## src/rtl/core/huffman_table_decoder_assert.svh

```systemverilog
// assertion macros for the huffman table decoder
`ifndef HUFFMAN_TABLE_DECODER_ASSERT_SVH
`define HUFFMAN_TABLE_DECODER_ASSERT_SVH
`ifndef SYNTHESIS
`define HUFD_ASSERT_ALWAYS(label, clk, rstn, cond) \
    label: assert property (@(posedge clk) disable iff (!(rstn)) (cond)) \
        else $error("hufd check failed");
`define HUFD_ASSERT_IMPLY(label, clk, rstn, ante, cons) \
    label: assert property (@(posedge clk) disable iff (!(rstn)) (ante) |-> (cons)) \
        else $error("hufd check failed");
`else
`define HUFD_ASSERT_ALWAYS(label, clk, rstn, cond)
`define HUFD_ASSERT_IMPLY(label, clk, rstn, ante, cons)
`endif
`endif

```

## src/rtl/core/hufd_pkg.sv

```systemverilog
// shared types and constants of the huffman table decoder
`default_nettype none
package hufd_pkg;
    localparam logic MODE_LOAD = 1'b0;
    localparam logic MODE_DATA = 1'b1;

    localparam logic REG_SYMBOL_TOTAL  = 1'b0;
    localparam logic REG_TABLE_ENTRIES = 1'b1;

    localparam int RESULT_LIMIT = 8;
    localparam int QUEUE_DEPTH  = 4;

    // one table slot as stored in the code ram
    typedef struct packed {
        logic [7:0]  symbol;
        logic [5:0]  length;
        logic [31:0] code;
    } tentry_t;

    // one classified item on its way to the decoder
    typedef struct packed {
        logic        is_load;
        logic [7:0]  index;
        tentry_t     entry;
        logic [7:0]  data_byte;
    } item_t;

    // one decoded result
    typedef struct packed {
        logic [7:0] symbol;
        logic       last;
        logic       done_res;
        logic       error;
    } result_t;
endpackage
`default_nettype wire

```

## src/rtl/core/hufd_front.sv

```systemverilog
// input stage: takes transfers, unpacks and classifies them
`default_nettype none
module hufd_front #(
    parameter int TABLE_DEPTH = 256
) (
    input  wire logic          aclk,
    input  wire logic          aresetn,
    input  wire logic          s_tvalid,
    output logic               s_tready,
    input  wire logic [63:0]   s_tdata,
    input  wire logic          s_tuser,
    output logic               push_valid,
    input  wire logic          push_ready,
    output hufd_pkg::item_t    push_item
);
    logic             fr_valid_reg, fr_valid_next;
    hufd_pkg::item_t  fr_item_reg, fr_item_next;
    hufd_pkg::item_t  in_item;
    logic             keep;

    // unpack the transfer
    always_comb begin
        in_item.is_load      = (s_tuser == hufd_pkg::MODE_LOAD);
        in_item.index        = s_tdata[7:0];
        in_item.entry.symbol = s_tdata[15:8];
        in_item.entry.length = s_tdata[21:16];
        in_item.entry.code   = s_tdata[53:22];
        in_item.data_byte    = s_tdata[61:54];
    end

    // loads to a slot beyond the table are dropped here
    assign keep = !in_item.is_load || ({1'b0, in_item.index} < 9'(TABLE_DEPTH));

    assign s_tready   = !fr_valid_reg || push_ready;
    assign push_valid = fr_valid_reg;
    assign push_item  = fr_item_reg;

    always_comb begin
        fr_valid_next = fr_valid_reg;
        fr_item_next  = fr_item_reg;
        if (s_tvalid && s_tready) begin
            fr_valid_next = keep;
            fr_item_next  = in_item;
        end else if (push_ready) begin
            fr_valid_next = 1'b0;
        end
    end

    always_ff @(posedge aclk) begin
        if (!aresetn) begin
            fr_valid_reg <= 1'b0;
        end else begin
            fr_valid_reg <= fr_valid_next;
        end
        fr_item_reg <= fr_item_next;
    end
endmodule
`default_nettype wire

```

## config.mk

```make
export PLATFORM = sky130hd
export DESIGN_NAME = hufd_front
export DESIGN_NICKNAME = d
export VERILOG_FILES = /design/src/rtl/core/huffman_table_decoder_assert.svh /design/src/rtl/core/hufd_pkg.sv /design/src/rtl/core/hufd_front.sv
export SDC_FILE = /design/constraint.sdc
export NUM_CORES = 1
export LEC_CHECK = 0
export BUFFER_PORTS_ARGS = -buffer_cell sky130_fd_sc_hd__buf_4
export CORE_MARGIN = 2
export CORE_UTILIZATION = 40
export DETAILED_ROUTE_END_ITERATION = 16
export PLACE_DENSITY = 0.78
export SLEW_MARGIN = 10
export SYNTH_ARGS = -nofsm -noshare
export SYNTH_HDL_FRONTEND = slang
export SYNTH_SLANG_ARGS = --single-unit
```

## constraint.sdc

```tcl
create_clock -name aclk -period 2 [get_ports aclk]
set_clock_uncertainty 0.2 [all_clocks]
set_input_delay 0.1 -clock aclk [delete_from_list [all_inputs] [get_ports aclk]]
set_output_delay 0.1 -clock aclk [all_outputs]
set_load 0.02 [all_outputs]
```

==> impl_results.md <==
- Main combinational cell family by area after synthesis: simple AND/OR/NAND/NOR gates
- Peak fanout along the critical path: 27
- Leakage: 1.674 nW
- Clk root buf: clkbuf_8
- Max-cap violations: 0
- Synth Area in Simple Gates: 1.153%
- Mux share of post-synthesis cell area: 0%
- Flop pwr share: 46.9%
- Gpl congestion: 0.6525
- Die Y: 73.88 µm
- Setup crit start kind: flip-flop
- RSZ-0062 raised after global routing: false
- Initial antenna violation count: 0
- GRT met1 Usage: 31.75%
- 1st-pass router iterations: 4
- Post-synth top area cell: edfxtp_1
- CTS tree: built
- Clock-pin slew on the worst setup and hold paths: 80 ps
- Fin crit share: 72.77%
- Worst hold path type: in -> reg
- Final hold violation count: 0
- Slew @ Worst Pin: 343.8 ps
- Setup TNS Final: 0 ps
- Net Sw Frac: 22.21%
- Number of antenna-violating nets in the routed design: 0
- Fraction of layout cells with a size suffix above 1: 53.00%
- Average instance area after synthesis: 28.31 µm²
- Drt initial violations: 73
- Compound-Gate Fraction of Synth Area: 0.5766%
- CTS buffer count: 9
- Synth top area cells: edfxtp_1 97%, dfxtp_1 1.0%, nand2b_4 0.70%
- P_sw: 0.0007562 W
- # DRC: 0
- Slew Limit Fails: 0
- Endpoint class of the critical path: flip-flop
- Outcome: finished, final reports clean
- Synthesized area: 1953 µm²
- Final wirelength: 6782 µm
- Clk pwr share: 39.0%
- Area grow syn2layout: 101.3%
- Relative slew margins: 77.08%
- CTS sink cnt: 64
- Io pins: 134
- Seq/Total Area, Yosys: 97.89%
- Met2 usage: 43.65%
- Via count: 1533
- Int Power: 0.002648 W
- Fmax: 687.1 MHz
- Global route total overflow: 0
- Met3 GRT Util: 13.99%
- Register Area: 1912 µm²
- Share of the synthesized area in the top cell type: 96.86%
- CP Data Arrival Time: 1260 ps
- Post-synth EDFFs: 63
- Critical Path RT: 1800 ps
- Final setup fails: 0
- Wirelength per Cell: 19.38 µm
- Final Critical Period: 1455 ps
- Async set-or-reset flop fraction in the synthesized netlist: 0%
- Row count: 25
- CP max stage delay: 340 ps
- Multi-input logic area: 33.78 µm²
- Post-Synth Adder-Cell Area: 0%
- Cells along the critical path: nand2b_4, and2_4, buf_4
- Antenna diode count: 0
- Register bit total from synthesis: 64
- Slowest-stage cell, CP: dfxtp_1
- Worst slack, placed: 561.4 ps
- Pin count of the biggest net entering global routing: 37
- Post-synthesis xor/xnor area fraction: 0%
- Comb power frac: 14.1%
- Final nets: 347
- Maximum clock path buffer count: 2
- Clock latency on the worst-skew pair: 330 ps
- Yosys cell types: 6
- First-pass GRT wire length: 9936 µm
- Post-Syn Instances: 69
- Starting Density: 41.35%
- Depth of the CTS H-tree: 3
- Vias in the first global route: 1794
- Leading cell types by count after synthesis: 63 x edfxtp_1, 2 x inv_1
- Final worst setup slack: 544.5 ps
- Synthesized Nets: 138
- Yosys warns: 0
- Pwr/cell area: 865.8 nW/µm²
- Filler instances: 214
- Critical Setup Path Class: reg -> reg
- Average vias per placed instance: 4.380
- CTS resizes: 0
- Core area: 4723 µm²
- WP buf/inv: 1
- GRT Util Overall: 27.20%
- Top-count cell post-synth: edfxtp_1
- Die Span X: 73.88 µm
- Detailed placement HPWL: 3233 µm
- Worst-case vdd ir drop: 0.0006430 V
- Worst hold margin: 182.3 ps
- DIE AREA: 5458 µm²
- GRT Max-Usage Layer: met2
- Port bufs: 131
- Synth Flop Type: edfxtp_1
- Crit path max-delay family: flip-flops
==> through the flow <==
step | utilization [%] | total power (W) | cells | cell area, µm²
3_5_place_dp | 64.53 | 0.001978 | 269 | 3048
6_report | 83.26 | 0.003405 | 350 | 3933
5_1_grt | 83.26 | 0.003521 | 350 | 3933
2_1_floorplan | - | 0.001747 | 69 | 1953
3_3_place_gp | 64.53 | 0.001969 | 269 | 3048
4_1_cts | 83.26 | 0.003374 | 350 | 3933
==> registers in the layout (all words and copies together), names as in the netlist <==
name        flops
push_valid      1
push_item      63
==> power by group through the flow <==
stage          Clock, W  Combinational (W)  Sequential, W
5_1_grt         0.00142           0.000501        0.00160
2_1_floorplan         0          0.0000302        0.00172
3_3_place_gp          0           0.000356        0.00161
4_1_cts         0.00132           0.000467        0.00159
6_report        0.00133           0.000479        0.00160
3_5_place_dp          0           0.000361        0.00162
==> cells in the final DEF, fill, tap and decap left out <==
cell	instances
a21boi_2	1
and2_4	1
buf_12	1
buf_4	132
bufinv_16	3
clkbuf_8	9
clkinv_1	2
clkinv_2	1
clkinvlp_4	1
dfxtp_1	1
dlygate4sd3_1	65
edfxtp_1	63
inv_1	2
nand2b_4	1
==> what timing repair did <==
| action | in CTS | in global routing |
|---|---|---|
| hold buffers | 65 | 0 |
| endpoints found under the hold margin | 64 | 0 |
| buffers inserted | 0 | 0 |
==> layer usage <==
| metal | wire length (µm) | share of wire (%) |
|---|---|---|
| met5 | 0 | 0 |
| met2 | 3469 | 51 |
| met1 | 2590 | 38 |
| met3 | 613 | 9.0 |
| met4 | 109 | 1.6 |
==> cell families (layout without fill, tap and decap cells) <==
| kind of cell | count (synthesis) | count (layout) |
|---|---|---|
| buffers and inverters | 2 | 216 |
| AOI/OAI and AO/OA | 1 | 1 |
| and+or+nand+nor | 2 | 2 |
| DFF | 64 | 64 |
==> layout make-up <==
| class | instances | share of cell area [%] |
|---|---|---|
| clock inverters | 7 | 2.800 |
| inverters | 2 | 0.1909 |
| flip-flops and latches | 64 | 48.62 |
| repair buffers | 198 | 42.25 |
| multi-input cells | 3 | 0.8591 |
| clock buffers | 9 | 3.150 |
| well taps | 67 | 2.132 |
==> final timing paths <==
check / start / end / slack [ps] / depth (start not counted)
worst max-delay path: push_valid / push_item[30] / 540 / 3
worst max register to register: push_valid / push_item[30] / 540 / 3
worst min-delay path: s_tvalid / push_item[44] / 180 / 3
worst min register to register: push_valid / push_item[44] / 760 / 3
==> worst register-to-register path: stages, from the launching register on <==
cell and delay, ps:
dfxtp_1 340, nand2b_4 90, and2_4 160, buf_4 330
Power figures use the tool's default switching activity.
