## config.mk

```make
export PLATFORM = sky130hd
export DESIGN_NAME = hufd_queue
export DESIGN_NICKNAME = d
export VERILOG_FILES = /design/src/rtl/core/huffman_table_decoder_assert.svh /design/src/rtl/core/hufd_queue.sv
export SDC_FILE = /design/constraint.sdc
export NUM_CORES = 1
export LEC_CHECK = 0
export ABC_AREA = 1
export BUFFER_PORTS_ARGS = -buffer_cell sky130_fd_sc_hd__buf_2
export CORE_ASPECT_RATIO = 0.5
export CORE_MARGIN = 4
export CORE_UTILIZATION = 45
export DETAILED_ROUTE_END_ITERATION = 6
export PLACE_DENSITY = 0.65
export SLEW_MARGIN = 20
export SYNTH_ARGS = -nofsm -noshare
export SYNTH_HDL_FRONTEND = slang
export SYNTH_SLANG_ARGS = --single-unit
```

## constraint.sdc

```tcl
create_clock -name aclk -period 3.5 [get_ports aclk]
set_input_delay 0.35 -clock aclk [delete_from_list [all_inputs] [get_ports aclk]]
set_output_delay 0.35 -clock aclk [all_outputs]
set_load 0.02 [all_outputs]
```

## src/rtl/core/huffman_table_decoder_assert.svh

```systemverilog
// assertion macros for the huffman table decoder
`ifndef HUFFMAN_TABLE_DECODER_ASSERT_SVH
`define HUFFMAN_TABLE_DECODER_ASSERT_SVH
`ifndef SYNTHESIS
`define HUFD_ASSERT_ALWAYS(label, clk, rstn, cond) \
    label: assert property (@(posedge clk) disable iff (!(rstn)) (cond)) \
        else $error("hufd check failed");
`define HUFD_ASSERT_IMPLY(label, clk, rstn, ante, cons) \
    label: assert property (@(posedge clk) disable iff (!(rstn)) (ante) |-> (cons)) \
        else $error("hufd check failed");
`else
`define HUFD_ASSERT_ALWAYS(label, clk, rstn, cond)
`define HUFD_ASSERT_IMPLY(label, clk, rstn, ante, cons)
`endif
`endif

```

## src/rtl/core/hufd_queue.sv

```systemverilog
// short register queue between the front and back parts
`default_nettype none
module hufd_queue #(
    parameter int WIDTH = 63,
    parameter int DEPTH = 4
) (
    input  wire logic             aclk,
    input  wire logic             aresetn,
    input  wire logic             push_valid,
    output logic                  push_ready,
    input  wire logic [WIDTH-1:0] push_data,
    output logic                  pop_valid,
    input  wire logic             pop_ready,
    output logic      [WIDTH-1:0] pop_data
);
    localparam int PTR_W = (DEPTH > 1) ? $clog2(DEPTH) : 1;
    localparam int CNT_W = $clog2(DEPTH + 1);

    logic [WIDTH-1:0] mem_reg [DEPTH];
    logic [PTR_W-1:0] wr_ptr_reg, wr_ptr_next;
    logic [PTR_W-1:0] rd_ptr_reg, rd_ptr_next;
    logic [CNT_W-1:0] count_reg, count_next;
    logic             do_push, do_pop;

    assign push_ready = (count_reg != CNT_W'(DEPTH));
    assign pop_valid  = (count_reg != '0);
    assign pop_data   = mem_reg[rd_ptr_reg];
    assign do_push    = push_valid && push_ready;
    assign do_pop     = pop_valid && pop_ready;

    // pointer and fill count update
    always_comb begin
        wr_ptr_next = wr_ptr_reg;
        rd_ptr_next = rd_ptr_reg;
        count_next  = count_reg;
        if (do_push) begin
            wr_ptr_next = (wr_ptr_reg == PTR_W'(DEPTH - 1)) ? '0 : wr_ptr_reg + 1'b1;
        end
        if (do_pop) begin
            rd_ptr_next = (rd_ptr_reg == PTR_W'(DEPTH - 1)) ? '0 : rd_ptr_reg + 1'b1;
        end
        if (do_push && !do_pop) begin
            count_next = count_reg + 1'b1;
        end else if (do_pop && !do_push) begin
            count_next = count_reg - 1'b1;
        end
    end

    always_ff @(posedge aclk) begin
        if (!aresetn) begin
            wr_ptr_reg <= '0;
            rd_ptr_reg <= '0;
            count_reg  <= '0;
        end else begin
            wr_ptr_reg <= wr_ptr_next;
            rd_ptr_reg <= rd_ptr_next;
            count_reg  <= count_next;
        end
    end

    // storage, no reset needed
    always_ff @(posedge aclk) begin
        if (do_push) begin
            mem_reg[wr_ptr_reg] <= push_data;
        end
    end
endmodule
`default_nettype wire

```

==> metrics.txt, run 1 <==
Routed WL=between 20 and 25 mm; max_cap viols=0; Final min period=2.65 ns; Clock transition at path regs=~0.070 ns; count of cell types in the netlist=25; mux cell area share after synthesis=0%; Post-Synth Adder-Cell Area=less than 1%; clock buffer depth=3; WP data required=3.15 ns; Comb pwr share=31.0%; kind of critical path=flip-flop to output port; chip height=114 um; post-synthesis xor/xnor area fraction=0%; Setup-failing EPs final=0; Initial Utilization=46.4%; Num CTS Buffers=23; sequential-to-total area share from yosys stat=76.1%; yosys warns=0; clock network power share=between 20% and 30%; area grow syn2layout=16.1%; Post-CTS Setup Inserts=0; CTS tree=built; P per Cell Area=roughly 770 mW/mm^2; core area=0.0220 sq mm; Synthesized Nets=753; Worst Skew=roughly 0.011 ns; status=completed; worst min-delay path category=input port to flip-flop; post-DR wirelength/cell=18.6 um; crit start category=flip-flop; Hold-fix buffers, CTS=0; gr usage total=about 16%; GPL Wtd Cong=a little over 0.7; largest family of logic cells by synthesized area=compound AO/OA/AOI/OAI gates; final core utilization=53.8%; Placed Cells=1,080; largest net degree at the start of global routing=66; vias per cell=5.30; Switch Pwr=~3.1 mW; I/O pin count=132; pre-CTS WS=1.30 ns; crit path DAT=2.30 ns; average cell area after synthesis=15.0 sq um; Yosys reg bits=around 260; relative slew slack=49.6%; Die ar.=between 0.02 and 0.03 sq mm; IO Port Bufs=131; Congestion Overflow GR=0; post-synthesis compound-gate area fraction=12.8%; area of the mapped netlist=0.0102 sq mm; Peak VDD IR=0.335 mV; remaining antenna violation count=0; Resized Gates After CTS=0; layout cell share with drive strength beyond 1=31.7%; Vias=between 5,000 and 6,000; drc violations=0; Simple-Gate Fraction of Synth Area=6.97%; Worst-Margin Slew=0.756 ns; clock root cell=clkbuf_16; Crit Path Max Fanout=65; first-pass GRT wire length=32.1 mm; switching part of the total power=34.5%; clk_lat worst skew=0.50 ns; H-tree levels=1; max FFs per register=252; first-pass detailed-route iteration total=5; Final Non-Filler Cells=1,121; Lkg Pwr=4.11 nW; Post-DP HPWL=11.6 mm; site row count=38; width of the die=221 um; internal power=5.95 mW; Sequential Power Share=between 40 and 50%; CTS Sinks=261; final hold violation count=0; highest clock rate=approximately 380 MHz; vias in the first global route=approximately 6,000; RSZ-0062 raised after global routing=no; Synth Instances=~680; Final period util=75.8%; 1st-iter DRT viols=451; CP endpoint kind=output port; Final #Nets=slightly below 900; post-route setup slack=0.848 ns; final slew viol count=0; setup TNS=0 ns; initial antenna violation count=3
## cell usage after synthesis
cell      count  area [sq um]
nand2_1      15          56.3
o22ai_1      23           144
clkbuf_1     11          41.3
buf_12        1          20.0
buf_2        14          70.1
o22ai_2      40           500
nand3_1       2          10.0
inv_6         1          8.76
a21oi_1       3          15.0
nor2_2       40           250
edfxtp_1    252          7570
clkinv_4      1          8.76
clkbuf_2      7          35.0
dfxtp_1       9           180
nor2_1      101           379
inv_1        15          56.3
buf_4         1          7.51
buf_8         4          60.1
ha_1          6          75.1
fa_1          1          20.0
o21ai_0     115           576
nand4_1       1          6.26
buf_6         2          22.5
o21ai_1      13          65.1
nand3b_1      1          7.51
## kinds of logic after synthesis
| family | after synthesis |
|---|---|
| buffers and inverters | 57 |
| DFF | 261 |
| and+or+nand+nor | 160 |
| adders and majority gates | 7 |
| AOI/OAI and AO/OA | 194 |
## metal layers
layer	track usage, %	share of wire, %	vias to the layer above
met5	0	0.086	-
met4	3.61	1.9	4
met3	3.18	5.2	33
met2	28.5	50	136
met1	21.4	43	2982
li1	-	-	2789
## worst paths after layout
check | start | to | slack, ns | cells past startpoint
setup / recovery | flip-flop | pop_data[19] | 0.85 | 5
hold / removal | push_data[29] | mem_reg[0][29] | 0.06 | 1
setup reg to reg | count_reg[1] | count_reg[1] | 1.39 | 9
hold reg to reg | count_reg[0] | count_reg[0] | 0.52 | 2
## layout by cell type, fill, tap and decap left out, drive strengths merged, types with 6 or more instances in the layout
cell type,synthesis,final
buf,22,141
o21ai,128,128
ha,6,6
inv,16,16
edfxtp,252,252
clkbuf,18,27
nand2,15,15
o22ai,63,63
dfxtp,9,9
clkinv,1,13
nor2,141,141
## stage by stage
stage / area (sq um) / power, mW / hold WS, ns
6_report: 11800 / 9.08 / 0.0632
5_1_grt: 11800 / 9.57 / 0.0352
4_1_cts: 11800 / 9.20 / 0.0411
3_5_place_dp: 11100 / 6.87 / 0.512
3_3_place_gp: 11100 / 6.81 / 0.495
2_1_floorplan: 10200 / 5.99 / 0.449
## final cells by class
| type | instances | area (sq um) |
|---|---|---|
| Clock inverter | 13 | 83.8 |
| Timing Repair Buffer | 141 | 806 |
| Tap cell | 300 | 375 |
| Antenna cell | 1 | 2.50 |
| Inverter | 17 | 73.8 |
| Clock buffer | 27 | 591 |
| Fill cell | 1805 | 10100 |
| Multi-Input combinational cell | 361 | 2130 |
| Sequential cell | 261 | 7750 |
## power by group through the flow
stage | clock network [mW] | logic (mW) | registers (mW)
global placement | 0 | 2.82 | 3.99
global route | 2.53 | 3.08 | 3.96
finish | 2.34 | 2.82 | 3.93
detailed placement | 0 | 2.87 | 4.00
CTS | 2.39 | 2.88 | 3.93
floorplan | 0 | 2.02 | 3.97
## worst max-delay path: stages, from the launching register on
cell and delay, ns:
dfxtp_4 0.46, inv_6 0.46, buf_4 0.39, o21ai_0 0.15, o22ai_2 0.14, buf_2 0.19
Power figures use the tool's default switching activity.
==> inputs of run 2 (changes only) <==
ABC_AREA = 0   (was 1)
PLACE_DENSITY = 0.63   (was 0.65)
clock period = 2.5 ns   (was 3.5 ns; I/O delays follow)
==> run 2 against run 1 <==
Against the previous run:
- clock power up 53%
- first-iteration DRC count shrank 22%
- largest power group unchanged
- sequential cell count unchanged
- clock-buffer cell count unchanged
- clock skew grew 0.0027 ns
- critical path depth shrank 2
==> metrics.txt, run 2 <==
Filler cells=1,552; crit path to=pop_data[36]; status=completed; layout cell share with drive strength beyond 1=41.0%; Die ar.=around 0.024 sq mm; Final min period=2.28 ns; I/O pin count=roughly 130; average cell area after synthesis=25.1 sq um; switching part of the total power=27.3%; GPL Wtd Cong=0.696; Worst-Margin Slew=0.495 ns; first-pass detailed-route iteration total=4; slowest stage cell, crit path=mux4_2; count leader, synth=edfxtp_1; Yosys reg bits=roughly 260; vias in the first global route=4,938; WP data required=2.25 ns; gr usage total=15.2%; Critical R2R Launch=count_reg[1]; highest clock rate=438 MHz; Post-DP HPWL=11.0 mm; setup TNS=0 ns; initial antenna violation count=0; Async S/R FF share, synth=0%; Sequential Power Share=45.8%; Buf/Inv on CP=2; Switch Pwr=approximately 3.3 mW; CP peak stage delay=0.57 ns; Routed WL=17.9 mm; Worst Reg-to-Reg Cells=7; internal power=8.71 mW; Final period util=about nine tenths; most common cell after layout, fill and taps aside=edfxtp_1; Congestion Overflow GR=0; # diodes=0; most frequent cells in the layout=252 x edfxtp_1, 131 x buf_2, 63 x mux4_2, 63 x dlygate4sd3_1, 23 x clkbuf_16; Crit Path Max Fanout=11; core area=roughly 0.021 sq mm; area share of the largest cell type after synthesis=between 70% and 80%; Comb pwr share=24.2%; max FFs per register=252; Num CTS Buffers=23; remaining antenna violation count=0; Worst path depth=3; synth top area cells=edfxtp_1 79%, mux4_2 15%, dfxtp_1 1.9%; CTS tree=built; Synthesized Nets=454; Synth top cells by count=252 x edfxtp_1, 63 x mux4_2, 9 x dfxtp_1; placed inst area=~0.011 sq mm; width of the die=214 um; max_cap viols=0; number of flops mapped to enable cells by yosys=252; drc violations=0; area of the mapped netlist=0.00956 sq mm; crit path DAT=a little over 2 ns; site row count=37; CP endpoint kind=output port; Lkg Pwr=4.12 nW; crit start category=flip-flop; Vias=4,529; Final Non-Filler Cells=just under 900; Clock transition at path regs=0.06 ns; RSZ-0062 raised after global routing=no; largest net degree at the start of global routing=between 50 and 60; Main synth FF type=edfxtp_1; Worst Skew=between 0.01 and 0.015 ns; clk_lat worst skew=0.50 ns; yosys warns=0; R2R setup slack=0.25 ns; Final #Nets=673; final hold violation count=0; Initial Utilization=46.2%; count of cell types in the netlist=27; post-DR wirelength/cell=between 20 and 25 um; cells along the critical path=buf_4, mux4_2, buf_2; Peak VDD IR=0.672 mV; final slew viol count=0; chip height=111 um; final instance area=0.0121 sq mm; crit-path leading delay family=multiplexers; Setup-failing EPs final=0; Cells on Worst Hold Path=3; sequential-to-total area share from yosys stat=81.1%; clock buffer depth=3; clock root cell=clkbuf_16; CTS Sinks=around 260; Critical R2R Capture=count_reg[2]; Placed Cells=784; area grow syn2layout=26.6%; final core utilization=58.4%; P per Cell Area=991 mW/mm^2; vias per cell=5.10; clock network power share=30.0%; relative slew slack=67.0%; Synth Instances=380; first-pass GRT wire length=about 29 mm; 1st-iter DRT viols=between 300 and 400; worst min-delay path category=input port to flip-flop; Yosys top cell by area=edfxtp_1; H-tree levels=1; kind of critical path=flip-flop to output port; IO Port Bufs=between 100 and 150
run 2: changes by cell type in the layout (fill, tap and decap cells not counted), moves of 40 or more:
cell	change
nor2_1	-95
dlygate4sd3_1	+63
mux4_2	+63
nor2_2	-40
o21ai_0	-112
o22ai_2	-40
run 2: worst min-delay path by stage:
stage | endpoint | from
floorplan | mem_reg[0][0] | push_data[0]
global placement | mem_reg[3][58] | push_data[58]
detailed placement | mem_reg[2][32] | push_data[32]
CTS | wr_ptr_reg[0] | push_valid
global route | wr_ptr_reg[0] | push_valid
finish | wr_ptr_reg[0] | push_valid
run 2: repair_timing:
| action | 4_1_cts | 5_1_grt |
|---|---|---|
| endpoints found under the hold margin | 252 | 0 |
| resized for setup | 0 | 1 |
| setup buffers | 0 | 0 |
| hold buffers | 63 | 0 |
| setup endpoints to repair | 0 | 1 |
run 2: final cells by class:
cell class                      instances  area, sq um  share of cell area [%]
Clock inverter                         14          168                    1.39
Clock buffer                           27          591                    4.88
Inverter                                3         11.3                  0.0931
Sequential cell                       261         7750                    64.1
Timing Repair Buffer                  210         1510                    12.5
Tap cell                              273          342                    2.82
Multi-Input combinational cell        100         1720                    14.2
run 2: cells by family after synthesis:
kind of cell | count (synthesis) | synth area share [%]
fa+ha+maj | 7 | 0.995
simple gates | 20 | 1.23
compound gates | 6 | 0.367
mux | 65 | 15.1
buf+inv | 19 | 1.09
flops | 261 | 81.1
xor+xnor | 2 | 0.183
run 2: per-stage QoR:
stage          hold WS (ns)  worst slack, ns  total power [mW]
2_1_floorplan         0.349            0.296              7.46
3_3_place_gp          0.463            0.263              8.44
4_1_cts              0.0553            0.151              12.2
3_5_place_dp          0.468            0.169              8.48
6_report             0.0704            0.218              12.0
5_1_grt              0.0883           0.0806              12.6
run 2: power by group through the flow:
| stage | Combinational, mW | Clock (mW) | Sequential [mW] |
|---|---|---|---|
| after detailed placement | 2.88 | 0 | 5.59 |
| after global placement | 2.87 | 0 | 5.57 |
| after CTS | 2.97 | 3.70 | 5.50 |
| final | 2.90 | 3.59 | 5.49 |
| after floorplan | 1.97 | 0 | 5.48 |
| after global routing | 3.13 | 3.89 | 5.54 |
run 2: layer usage:
metal	global-route usage [%]	wire length (um)
met3	3.18	760
met2	25.2	8890
met1	21.7	8030
met5	0	0
met4	2.42	235
run 2: worst register-to-register path, cell delays in order, from the launching register on:
cell and delay [ns]:
dfxtp_1 0.35, o31ai_1 0.39, ha_1 0.25, inv_1 0.06
fa_1 0.38, xor2_1 0.18, or3_2 0.40, a21boi_0 0.17
==> inputs of run 3 (changes only) <==
CELL_PAD_IN_SITES_DETAIL_PLACEMENT = 1   (was default)
CELL_PAD_IN_SITES_GLOBAL_PLACEMENT = 2   (was default)
PLACE_DENSITY = 0.77   (was 0.63)
==> run 3 against run 2 <==
Against the previous run:
- sequential share of layout area increased by 0.11 points
- final cell count is 0.11% lower
- largest power group unchanged
- routed wire length grew 9.0%
- core utilization fell by 0.097 points
- critical path type unchanged
- via count rose by 0.53%
- critical path depth stayed put
==> metrics.txt, run 3 (synthesis gave the netlist of run 2 again) <==
clk_lat worst skew=0.51 ns; Hold Slack=between 0.06 and 0.07 ns; Worst path depth=3; slowest stage cell, crit path=dfxtp_4; crit path DAT=2.05 ns; post-route setup slack=~0.2 ns; placed inst area=0.0107 sq mm; Final period util=91.9%; CP endpoint kind=output port; chip height=111 um; Post-DP HPWL=11.7 mm; P per Cell Area=985 mW/mm^2; most common cell after layout, fill and taps aside=edfxtp_1; gr usage total=around 17%; worst min-delay path category=input port to flip-flop; Worst Skew=0.00912 ns; Clock transition at path regs=~0.060 ns; relative slew slack=between 60% and 70%; Final min period=2.30 ns; crit start category=flip-flop; clock buffer depth=3; Num CTS Buffers=24; GPL Wtd Cong=0.666; CTS Sinks=261; Crit Path Max Fanout=20; highest clock rate=435 MHz; width of the die=214 um; CTS tree=built; remaining antenna violation count=0; kind of critical path=flip-flop to output port; final hold violation count=0; Die ar.=0.0238 sq mm; first-pass detailed-route iteration total=4; Congestion Overflow GR=0; Cells on Worst Hold Path=3; cells along the critical path=buf_12, mux4_2, buf_2; WP data required=about 2.3 ns; RSZ-0062 raised after global routing=no; vias in the first global route=5,229; clock root cell=clkbuf_16; drc violations=0; IO Port Bufs=131; first-pass GRT wire length=31.0 mm; final slew viol count=0; Final #Nets=672; 1st-iter DRT viols=294; pre-CTS WS=about 0.24 ns; initial antenna violation count=0; I/O pin count=~130; most frequent cells in the layout=252 x edfxtp_1, 131 x buf_2, 63 x mux4_2, 63 x dlygate4sd3_1, 25 x clkbuf_16; Worst Reg-to-Reg Cells=7; vias per cell=5.13; status=completed; final instance area=0.0121 sq mm; Routed WL=19.5 mm; # diodes=0; H-tree levels=1; Worst-Margin Slew=0.495 ns; Lkg Pwr=4.09 nW; core area=around 0.021 sq mm; Buf/Inv on CP=2; Vias=4,553; Post-CTS Setup Inserts=0; crit-path leading delay family=flip-flops; CP peak stage delay=0.55 ns; post-DR wirelength/cell=22.0 um; largest net degree at the start of global routing=60; area grow syn2layout=26.4%; layout cell share with drive strength beyond 1=40.6%; setup TNS=0 ns; site row count=37; max FFs per register=roughly 250; Setup-failing EPs final=0; Peak VDD IR=0.434 mV; Initial Utilization=46.2%; max_cap viols=0
-- run 3: repair_timing --
item | 4_1_cts | 5_1_grt
hold endpoints to repair | 252 | 0
hold buffers | 63 | 0
gates resized for setup | 0 | 0
-- run 3: worst paths after layout --
kind / start / endpoint / slack [ns]
max reg2reg: count_reg[1] / count_reg[2] / 0.30
max: flip-flop / pop_data[25] / 0.20
min reg2reg: wr_ptr_reg[1] / wr_ptr_reg[1] / 0.51
min: push_valid / wr_ptr_reg[0] / 0.06
-- run 3: metal layers --
metal,track usage (%),up-vias,wire length [um]
met5,0,-,0
met1,21.7,2403,8200
met2,30.6,76,10500
li1,-,2058,-
met4,3.15,0,236
met3,2.88,16,616
-- run 3: worst reg2reg max path: stages (launching register included) --
cell and delay (ns):
dfxtp_1 0.35, o31ai_1 0.36, ha_1 0.26, inv_1 0.06, fa_1 0.37, xor2_1 0.17
or3_2 0.40, a21boi_0 0.16
-- run 3: area by class of cell --
class,instances,area (sq um)
clock buffer,33,676
clock inverter,9,67.6
fill,1778,8620
inverter,3,11.3
multi-input combinational,100,1720
sequential,261,7750
tap,273,342
timing repair buffer,208,1500
-- run 3: through the flow --
stage	power (mW)	instances	util, %
5_1_grt	12.5	887	58.3
4_1_cts	12.1	887	58.3
3_3_place_gp	8.44	782	51.7
2_1_floorplan	7.46	380	-
3_5_place_dp	8.52	782	51.7
6_report	11.9	887	58.3
-- run 3: power by group --
part	switching [mW]	internal, mW
sequential	0.213	5.31
clock	1.48	1.99
combinational	1.61	1.30
total	3.30	8.59
